--- config.mk ---
export PLATFORM = sky130hd
export DESIGN_NAME = intel_hex_record_parser
export DESIGN_NICKNAME = d
export VERILOG_FILES = /design/src/rtl/core/ihex_pkg.sv /design/src/rtl/core/ihex_core.sv /design/src/rtl/core/intel_hex_record_parser.sv
export SDC_FILE = /design/constraint.sdc
export NUM_CORES = 1
export LEC_CHECK = 0
export BUFFER_PORTS_ARGS = -buffer_cell sky130_fd_sc_hd__buf_2
export CAP_MARGIN = 20
export CORE_ASPECT_RATIO = 0.75
export CORE_MARGIN = 2
export CORE_UTILIZATION = 47
export DETAILED_ROUTE_END_ITERATION = 7
export HOLD_SLACK_MARGIN = 0.12
export RECOVER_POWER = 25
export SLEW_MARGIN = 10
export SYNTH_ARGS = -nofsm -noshare
export SYNTH_HDL_FRONTEND = slang
export SYNTH_SLANG_ARGS = --single-unit
--- constraint.sdc ---
create_clock -name clock -period 9.2 [get_ports clock]
set_input_delay 1.84 -clock clock [delete_from_list [all_inputs] [get_ports clock]]
set_output_delay 1.84 -clock clock [all_outputs]
set_load 0.01 [all_outputs]
--- src/rtl/core/ihex_pkg.sv ---
// Shared types, codes and helpers for the Intel HEX record parser.
`timescale 1ns / 1ps
`default_nettype none

package ihex_pkg;

   localparam logic [7:0] COLON_CHAR = 8'h3A;

   localparam logic [1:0] PH_HUNT   = 2'd0;
   localparam logic [1:0] PH_HEADER = 2'd1;
   localparam logic [1:0] PH_DATA   = 2'd2;
   localparam logic [1:0] PH_CHECK  = 2'd3;

   localparam logic [2:0] ST_OK    = 3'd0;
   localparam logic [2:0] ST_EOF   = 3'd1;
   localparam logic [2:0] ST_CSUM  = 3'd2;
   localparam logic [2:0] ST_TYPE  = 3'd3;
   localparam logic [2:0] ST_TRUNC = 3'd4;
   localparam logic [2:0] ST_END   = 3'd5;

   localparam logic KIND_DATA   = 1'b0;
   localparam logic KIND_STATUS = 1'b1;

   localparam logic [7:0] TYPE_DATA = 8'd0;
   localparam logic [7:0] TYPE_EOF  = 8'd1;

   localparam int QUEUE_DEPTH = 4;
   localparam int QUEUE_AW    = $clog2(QUEUE_DEPTH);

   typedef struct packed {
      logic [7:0] text_char;
      logic       end_of_text;
   } req_type;

   typedef struct packed {
      logic        kind;
      logic [15:0] byte_address;
      logic [7:0]  data_byte;
      logic [2:0]  status;
      logic [7:0]  record_length;
      logic [7:0]  longest_length;
      logic        last_result;
   } rsp_type;

   function automatic logic [3:0] nibble_of(input logic [7:0] c);
      logic [3:0] n;
      n = 4'd0;
      if (c >= 8'h30 && c <= 8'h39) begin
         n = 4'(c - 8'h30);
      end else if (c >= 8'h61 && c <= 8'h66) begin
         n = 4'(c - 8'h57);
      end else if (c >= 8'h41 && c <= 8'h46) begin
         n = 4'(c - 8'h37);
      end
      return n;
   endfunction

endpackage

`default_nettype wire

--- src/rtl/core/ihex_core.sv ---
// Per-character parse state and result generation for the Intel HEX parser.
`timescale 1ns / 1ps
`default_nettype none

module ihex_core (
   input  wire logic              clock,
   input  wire logic              reset,
   input  wire logic              accept,
   input  wire ihex_pkg::req_type item,
   output logic [1:0]             push_count,
   output ihex_pkg::rsp_type      result0,
   output ihex_pkg::rsp_type      result1
);

   logic [1:0]  phase_ff, phase_in;
   logic        pend_ff, pend_in;
   logic [3:0]  hi_ff, hi_in;
   logic [1:0]  hidx_ff, hidx_in;
   logic [7:0]  sum_ff, sum_in;
   logic [7:0]  len_ff, len_in;
   logic [15:0] addr_ff, addr_in;
   logic [7:0]  type_ff, type_in;
   logic [7:0]  didx_ff, didx_in;
   logic [7:0]  max_ff, max_in;
   logic        stop_ff, stop_in;

   logic [3:0]  nib;
   logic [7:0]  bval;
   logic        done;
   logic [2:0]  st;
   logic [1:0]  n;
   ihex_pkg::rsp_type r0, r1;

   assign nib  = ihex_pkg::nibble_of(item.text_char);
   assign bval = {hi_ff, nib};

   always_comb begin
      phase_in = phase_ff;
      pend_in  = pend_ff;
      hi_in    = hi_ff;
      hidx_in  = hidx_ff;
      sum_in   = sum_ff;
      len_in   = len_ff;
      addr_in  = addr_ff;
      type_in  = type_ff;
      didx_in  = didx_ff;
      max_in   = max_ff;
      stop_in  = stop_ff;
      done     = 1'b0;
      st       = ihex_pkg::ST_OK;
      n        = 2'd0;
      r0       = '0;
      r1       = '0;
      if (accept && !stop_ff) begin
         if (phase_ff == ihex_pkg::PH_HUNT) begin
            if (item.text_char == ihex_pkg::COLON_CHAR) begin
               phase_in = ihex_pkg::PH_HEADER;
               pend_in  = 1'b0;
               hi_in    = 4'd0;
               hidx_in  = 2'd0;
               sum_in   = 8'd0;
               len_in   = 8'd0;
               addr_in  = 16'd0;
               type_in  = 8'd0;
               didx_in  = 8'd0;
               if (item.end_of_text) begin
                  r0.kind   = ihex_pkg::KIND_STATUS;
                  r0.status = ihex_pkg::ST_TRUNC;
                  n         = 2'd1;
                  stop_in   = 1'b1;
               end
            end else if (item.end_of_text) begin
               r0.kind   = ihex_pkg::KIND_STATUS;
               r0.status = ihex_pkg::ST_END;
               n         = 2'd1;
               stop_in   = 1'b1;
            end
         end else if (!pend_ff) begin
            hi_in   = nib;
            pend_in = 1'b1;
         end else begin
            pend_in = 1'b0;
            sum_in  = sum_ff + bval;
            case (phase_ff)
               ihex_pkg::PH_HEADER: begin
                  case (hidx_ff)
                     2'd0:    len_in = bval;
                     2'd1:    addr_in[15:8] = bval;
                     2'd2:    addr_in[7:0] = bval;
                     default: type_in = bval;
                  endcase
                  if (hidx_ff == 2'd3) begin
                     hidx_in  = 2'd0;
                     didx_in  = 8'd0;
                     phase_in = (len_ff != 8'd0) ? ihex_pkg::PH_DATA : ihex_pkg::PH_CHECK;
                  end else begin
                     hidx_in = hidx_ff + 2'd1;
                  end
               end
               ihex_pkg::PH_DATA: begin
                  r0.kind          = ihex_pkg::KIND_DATA;
                  r0.byte_address  = addr_ff + {8'd0, didx_ff};
                  r0.data_byte     = bval;
                  r0.record_length = len_ff;
                  n                = 2'd1;
                  didx_in          = didx_ff + 8'd1;
                  if (didx_in == len_ff) begin
                     phase_in = ihex_pkg::PH_CHECK;
                  end
               end
               default: begin
                  if (sum_in != 8'd0) begin
                     st = ihex_pkg::ST_CSUM;
                  end else if (type_ff == ihex_pkg::TYPE_EOF || len_ff == 8'd0) begin
                     st = ihex_pkg::ST_EOF;
                  end else if (type_ff == ihex_pkg::TYPE_DATA) begin
                     st = ihex_pkg::ST_OK;
                  end else begin
                     st = ihex_pkg::ST_TYPE;
                  end
                  done     = 1'b1;
                  phase_in = ihex_pkg::PH_HUNT;
                  if (st == ihex_pkg::ST_OK) begin
                     if (len_ff > max_ff) begin
                        max_in = len_ff;
                     end
                  end else begin
                     stop_in = 1'b1;
                  end
                  r0.kind          = ihex_pkg::KIND_STATUS;
                  r0.status        = st;
                  r0.record_length = len_ff;
                  n                = 2'd1;
                  if (st == ihex_pkg::ST_OK && item.end_of_text) begin
                     r1.kind   = ihex_pkg::KIND_STATUS;
                     r1.status = ihex_pkg::ST_END;
                     n         = 2'd2;
                     stop_in   = 1'b1;
                  end
               end
            endcase
         end
         if (!stop_in && item.end_of_text && phase_in != ihex_pkg::PH_HUNT && !done) begin
            if (n == 2'd0) begin
               r0.kind          = ihex_pkg::KIND_STATUS;
               r0.status        = ihex_pkg::ST_TRUNC;
               r0.record_length = len_in;
            end else begin
               r1.kind          = ihex_pkg::KIND_STATUS;
               r1.status        = ihex_pkg::ST_TRUNC;
               r1.record_length = len_in;
            end
            n       = n + 2'd1;
            stop_in = 1'b1;
         end
      end
      r0.longest_length = max_in;
      r1.longest_length = max_in;
      r0.last_result    = (n == 2'd1);
      r1.last_result    = (n == 2'd2);
   end

   assign push_count = n;
   assign result0    = r0;
   assign result1    = r1;

   always_ff @(posedge clock) begin
      if (reset) begin
         phase_ff <= ihex_pkg::PH_HUNT;
         pend_ff  <= 1'b0;
         hi_ff    <= 4'd0;
         hidx_ff  <= 2'd0;
         sum_ff   <= 8'd0;
         len_ff   <= 8'd0;
         addr_ff  <= 16'd0;
         type_ff  <= 8'd0;
         didx_ff  <= 8'd0;
         max_ff   <= 8'd0;
         stop_ff  <= 1'b0;
      end else begin
         phase_ff <= phase_in;
         pend_ff  <= pend_in;
         hi_ff    <= hi_in;
         hidx_ff  <= hidx_in;
         sum_ff   <= sum_in;
         len_ff   <= len_in;
         addr_ff  <= addr_in;
         type_ff  <= type_in;
         didx_ff  <= didx_in;
         max_ff   <= max_in;
         stop_ff  <= stop_in;
      end
   end

endmodule

`default_nettype wire

--- src/rtl/core/intel_hex_record_parser.sv ---
// Top level of the Intel HEX record parser: parse core and result queue.
// Results are registered in the result queue and offered on rsp_ in order from its head.
// Throughput: one character per cycle while req_stall is low; a character gives at most two results.
// Input stalls only while the four-entry result queue has fewer than two free slots.
// Reset clears parse state, longest length and the queue; parsing resumes at colon hunt.
// After eof, an error or end of text every character is taken and dropped until reset.
`timescale 1ns / 1ps
`default_nettype none

module intel_hex_record_parser (
   input  wire logic              clock,
   input  wire logic              reset,
   input  wire logic              req_valid,
   output logic                   req_stall,
   input  wire ihex_pkg::req_type req_data,
   output logic                   rsp_valid,
   input  wire logic              rsp_stall,
   output ihex_pkg::rsp_type      rsp_data
);

   localparam int AW = ihex_pkg::QUEUE_AW;
   localparam int CW = ihex_pkg::QUEUE_AW + 1;

   logic              accept;
   logic              pop;
   logic [1:0]        push_count;
   ihex_pkg::rsp_type result0, result1;

   ihex_pkg::rsp_type q_ff [ihex_pkg::QUEUE_DEPTH];
   logic [AW-1:0]     wr_ff, wr_in;
   logic [AW-1:0]     rd_ff, rd_in;
   logic [CW-1:0]     count_ff, count_in;

   assign req_stall = (count_ff > CW'(ihex_pkg::QUEUE_DEPTH - 2));
   assign accept    = req_valid && !req_stall;
   assign rsp_valid = (count_ff != '0);
   assign rsp_data  = q_ff[rd_ff];
   assign pop       = rsp_valid && !rsp_stall;

   ihex_core u_core (
      .clock      (clock),
      .reset      (reset),
      .accept     (accept),
      .item       (req_data),
      .push_count (push_count),
      .result0    (result0),
      .result1    (result1)
   );

   always_comb begin
      wr_in    = wr_ff + AW'(push_count);
      rd_in    = rd_ff + AW'(pop);
      count_in = count_ff + CW'(push_count) - CW'(pop);
   end

   always_ff @(posedge clock) begin
      if (push_count != 2'd0) begin
         q_ff[wr_ff] <= result0;
      end
      if (push_count == 2'd2) begin
         q_ff[wr_ff + AW'(1)] <= result1;
      end
   end

   always_ff @(posedge clock) begin
      if (reset) begin
         wr_ff    <= '0;
         rd_ff    <= '0;
         count_ff <= '0;
      end else begin
         wr_ff    <= wr_in;
         rd_ff    <= rd_in;
         count_ff <= count_in;
      end
   end

endmodule

`default_nettype wire

# After elaboration in Yosys (flattened, before gate mapping)
# Memory sizes are Yosys's and may differ from the RTL's. A register that Yosys moved wholly into a read port is not among the register bits.
# Index checks and enable logic that the tools add are counted.
[totals] reg_bits=73 ramBits=180 input_bits=13 out_inout_bits=47 wordCells=206 memories=1
[mem_list] memory="q_ff" depth=4 word_bits=45 rd=1 rd_ports_with_merged_regs=1 wr=2 line="intel_hex_record_parser.sv:29" source="ihex_pkg::rsp_type q_ff [ihex_pkg::QUEUE_DEPTH];"
[op_classes] add_sub_neg=13 order_cmp=8 eq_ne=14 n_mux=113 n_reduce_logical=42
[op_table] op="2-to-1 mux 8 bit" count=25
[op_table] op="2-to-1 mux 36 bit" count=2
[op_table] op="2-to-1 mux 16 bit" count=4
[op_table] op="2-to-1 mux 11 bit" count=5
[op_table] op="2-to-1 mux 24 bit" count=2
[op_table] op="2-to-1 mux 3 bit" count=15
[op_table] op="2-to-1 mux 2 bit" count=19
[op_table] op="2-to-1 mux 1 bit" count=32
[op_table] op="2-to-1 mux 4 bit" count=6
[op_table] op="AND reduction 5 bit" count=4
[op_table] op="adder 16 x 8 -> 16 bit" count=1
[op_table] op=">= comparator 8 x 7 -> 1 bit, second input constant" count=2
[op_table] op="<= comparator 8 x 7 -> 1 bit, second input constant" count=2
[op_table] op="logical NOT 8 bit" count=2
[op_table] op="one-hot mux 8 bit (2 select lines)" count=1
[op_table] op="nonzero test 8 bit" count=2
[op_table] op="nonzero test 2 bit" count=6
[op_table] op="logical AND 1 bit" count=10
[op_table] op="adder 8 x 1 -> 8 bit, second input constant" count=1
[op_table] op="adder 8 bit" count=1
[op_table] op="== test 2 bit, second input constant" count=4
[op_table] op="== test 8 x 1 -> 1 bit, second input constant" count=1
[op_table] op="== test 8 x 6 -> 1 bit, second input constant" count=1
[op_table] op="== test 8 bit" count=1
[op_table] op="other kinds (26)" count=41

# Depth between registers and ports, before layout
[logic_depth] word_depth=28 depth_mapped=22 mapped_depth_nobuf=22

# Hierarchy
# Synthesis repeated with hierarchy kept, for this count alone.
[unflattened] hier_cells=1137 area_unflattened_um2=14375.0
[modules_own_cells] module="intel_hex_record_parser" n_inst=1 cells_per_inst=486 area_per_inst_um2=9240.1 seq_area_each_um2=5545.3
[modules_own_cells] module="ihex_core" n_inst=1 cells_per_inst=651 area_per_inst_um2=5134.9 seq_area_each_um2=1321.3

# Worst setup path after synthesis
# Ideal clock, no wire load.
[synth_path] kind="input to register" start="in req_data[2] in the netlist's numbering" end="mem q_ff[3][0] in the netlist's numbering (enable)" setup_ns=0.375 arrival_ns=6.689 required_ns=8.825 setup_slack_ns=2.136 path_stages=20 n_path_buf=1 path_cell_list="inv_1 ha_1 o311a_1 mux2_2 ha_1 fa_1 a211oi_2 o21bai_1 a21oi_1 xnor2_1 or4_1 inv_1 nand2_1 ha_1 o211ai_1 or4_1 buf_2 a21oi_4 nor2_1 inv_1"
[synth_rtl] item="from (decl)" line="intel_hex_record_parser.sv:15" source="input wire ihex_pkg::req_type req_data,"
[synth_rtl] item="to (decl)" line="intel_hex_record_parser.sv:29"

==> flow_summary.ini <==
[sta]
maxSlewHeadroom_pct = -121
fin_crit_ps = 7350
slew_viol_final = 114
holdWs_ps = 460
layout_setup_ws_ps = 1850
rsz0062_at_grt = no
max_freq_mhz = 136
skew_ps = 11.5
setup-tns-final_ps = 0
setup_viol = 0
worst_pin_slew_ps = 3310
finalCritPeriodShare_pct = 79.8
hold_viol = 0

[global_route]
grt_pass1_vias = 9203
antenna_found_initial = 0
grt_max_degree = 67
grt_pass1_wl_mm = 54.1
grt_overflow = 0
groute.usage.overall_pct = 24.0

[synthesis]
yosysTopAreaCellShare_pct = 27.4
syn_inst = 1253
yosysTopAreaCell = dfxtp_1
ys_types = 73
ys.flop_type = dfxtp_1
synth-edff-count = 80
synthTopCellsByCount = 174 x nand2_1, 173 x dfxtp_1, 131 x nor2_1, 126 x o22ai_1, 80 x edfxtp_1
async_reset_ff_share_pct = 0
synthTopCellsByArea = dfxtp_1 27%, edfxtp_1 19%, mux4_2 8.0%
synth-warning-count = 0
avgSynthCellArea_um2 = 10.1
yosysSeqAreaShare_pct = 46.4
synth_most_common_cell = nand2_1
synth_area_um2 = 12600
synth-seq-cells = 253
synth_nets = 1310

[critical_path]
crit_path_max_incr_delay_ps = 690
endpoint_kind = register
path_class = primary input to register
arrival_ps = 7520
cp_max_fo = 20
required_ps = 9370
path_cells = clkbuf_1 -> inv_1 -> ha_1 -> inv_1 -> o311a_1 -> mux2_2 -> ha_1 -> fa_1 -> a211oi_2 -> o21bai_1 -> a21oi_1 -> xnor2_1 -> or4_1 -> inv_1 -> nand2_1 -> ha_1 -> o211ai_1 -> or4_1 -> a21oi_4 -> nor2_2 -> inv_1
crit_top_cell = inv_1
slowest_stage = inv_1
cp_top_family = simple AND/OR/NAND/NOR gates
crit_buf_inv = 5
startpoint_type = primary input

[cells_and_area]
fillerInstances = 2379
final_nets = 1336
area.growth.synth_to_final_pct = 9.27
num_antenna_cells = 0
post-route-util_pct = 52.8
layout-drive-gt1-share_pct = 11.7
fin_area_um2 = 13800

[cts]
htree_levels = 1
cts_setup_buffers = 0
clockBufferDepth = 3
cts-root-buf = clkbuf_16
ctsResizeCount = 0
cts_hold_buf = 0
clkLatencyLatePin_ps = 550
cts_made_buffers = 27
cts_sinks = 253
cts_tree = done
clkTransAtPathRegs_ps = 60

[floorplanning]
die_w_um = 193
core-area_um2 = 26200
dieArea_um2 = 28200
start_util_pct = 48.3
ios = 60
die_y_um = 146
row_count = 51

[detailed_routing]
drtAntennaViolNets = 0
dr.pass1.iters = 5
viasPerCell = 5.91
drt-total-wl_mm = 34.2
vias = 9715
drc_errors = 0
drt_iter0_drc = 889
wl_per_cell_um = 20.8

[placed_design]
postPlaceCellArea_um2 = 13000
port_buffers = 59
dp_slack_ps = 1300
hpwl_mm = 23.4
gp_congestion = 0.912

[outcome]
violations = max-capacitance violations, max-slew violations
status = finished with violations

[power_and_ir_drop]
ir_worst_vdd_mv = 0.174
power_density_nw_per_um2 = 187
power.leakage_nw = 4.70

[hold_path]
hold_path_class = register to register

[flow_run]
cap_violations = 2
[worst paths after layout]
path	end	start	cells after the start	slack [ps]
worst max-delay path	q_ff[0][10]$_DFFE_PP_	req_data[1]	21	1850
worst min-delay path	q_ff[2][42]$_SDFFE_PP0N_	q_ff[2][42]$_SDFFE_PP0N_	2	460
worst max register to register	q_ff[0][10]$_DFFE_PP_	u_core.sum_ff[0]$_SDFFE_PP0P_	15	4000
worst min register to register	q_ff[2][42]$_SDFFE_PP0N_	q_ff[2][42]$_SDFFE_PP0N_	2	460
[stage by stage]
step                      std cells  power, mW
after floorplan                1253       1.48
after global placement         1593       1.57
after detailed placement       1593       1.58
after CTS                      1643       2.61
after global routing           1644       2.69
final                          1644       2.58
[area by class of cell]
| type | instances | area [um2] | share of cell area (%) |
|---|---|---|---|
| Tap cell | 344 | 430 | 3.12 |
| Timing Repair Buffer | 75 | 362 | 2.62 |
| Inverter | 30 | 113 | 0.815 |
| Multi-Input combinational cell | 892 | 6210 | 44.9 |
| Clock buffer | 38 | 727 | 5.26 |
| Sequential cell | 253 | 5870 | 42.5 |
| Clock inverter | 12 | 104 | 0.752 |
[placed cells by master (no fill, tap or decap), types with 20 or more instances in the layout]
master,instances
a21oi_1,54
buf_2,22
clkbuf_1,49
clkbuf_16,27
dfxtp_1,172
edfxtp_1,80
ha_1,41
inv_1,30
mux2i_1,34
mux4_2,45
nand2_1,174
nand3_1,20
nor2_1,132
nor3_1,21
o21ai_0,38
o22ai_1,126
[logic make-up (layout without fill, tap and decap cells)]
kind of cell / after synthesis / in the layout / synth area share (%)
AOI/OAI and AO/OA: 304 / 304 / 15.9
buffers and inverters: 108 / 155 / 4.50
muxes: 80 / 80 / 10.8
adders and majority gates: 44 / 44 / 4.53
xor gates and xnor gates: 28 / 28 / 1.94
DFF: 253 / 253 / 46.4
and+or+nand+nor: 436 / 436 / 15.9
[flip-flops by register name (all words and copies together), names as in the netlist]
| signal | count |
|---|---|
| rd_ff | 2 |
| u_core.phase_ff | 2 |
| u_core.addr_ff | 16 |
| u_core.max_ff | 8 |
| u_core.type_ff | 8 |
| u_core.didx_ff | 8 |
| u_core.len_ff | 8 |
| u_core.stop_ff | 1 |
| u_core.pend_ff | 1 |
| q_ff | 180 |
| count_ff | 3 |
| u_core.hidx_ff | 2 |
| u_core.sum_ff | 8 |
| u_core.hi_ff | 4 |
| wr_ff | 2 |
[power by group]
group | leakage (nW) | switching (mW) | internal, mW
Combinational | 2.11 | 0.162 | 0.149
Clock | 0.407 | 0.454 | 0.583
Sequential | 2.18 | 0.0634 | 1.17
[worst register-to-register path, delay by kind of cell, from the launching register on]
kind | cells | cell delay (ps)
AO/OA/AOI/OAI | 5 | 970
XOR/XNOR | 1 | 190
adder cells (fa/ha/maj) | 3 | 1050
buffers and inverters | 2 | 810
flip-flops | 1 | 320
AND/OR/NAND/NOR | 4 | 1490
[routing by layer]
layer | vias to the layer above | track usage (%) | wire length, um
met3 | 54 | 4.11 | 2480
li1 | 4695 | - | -
met2 | 355 | 36.0 | 14500
met4 | 0 | 5.88 | 819
met1 | 4611 | 36.1 | 16400
met5 | - | 0 | 0
(Power assumes the default switching activity.)
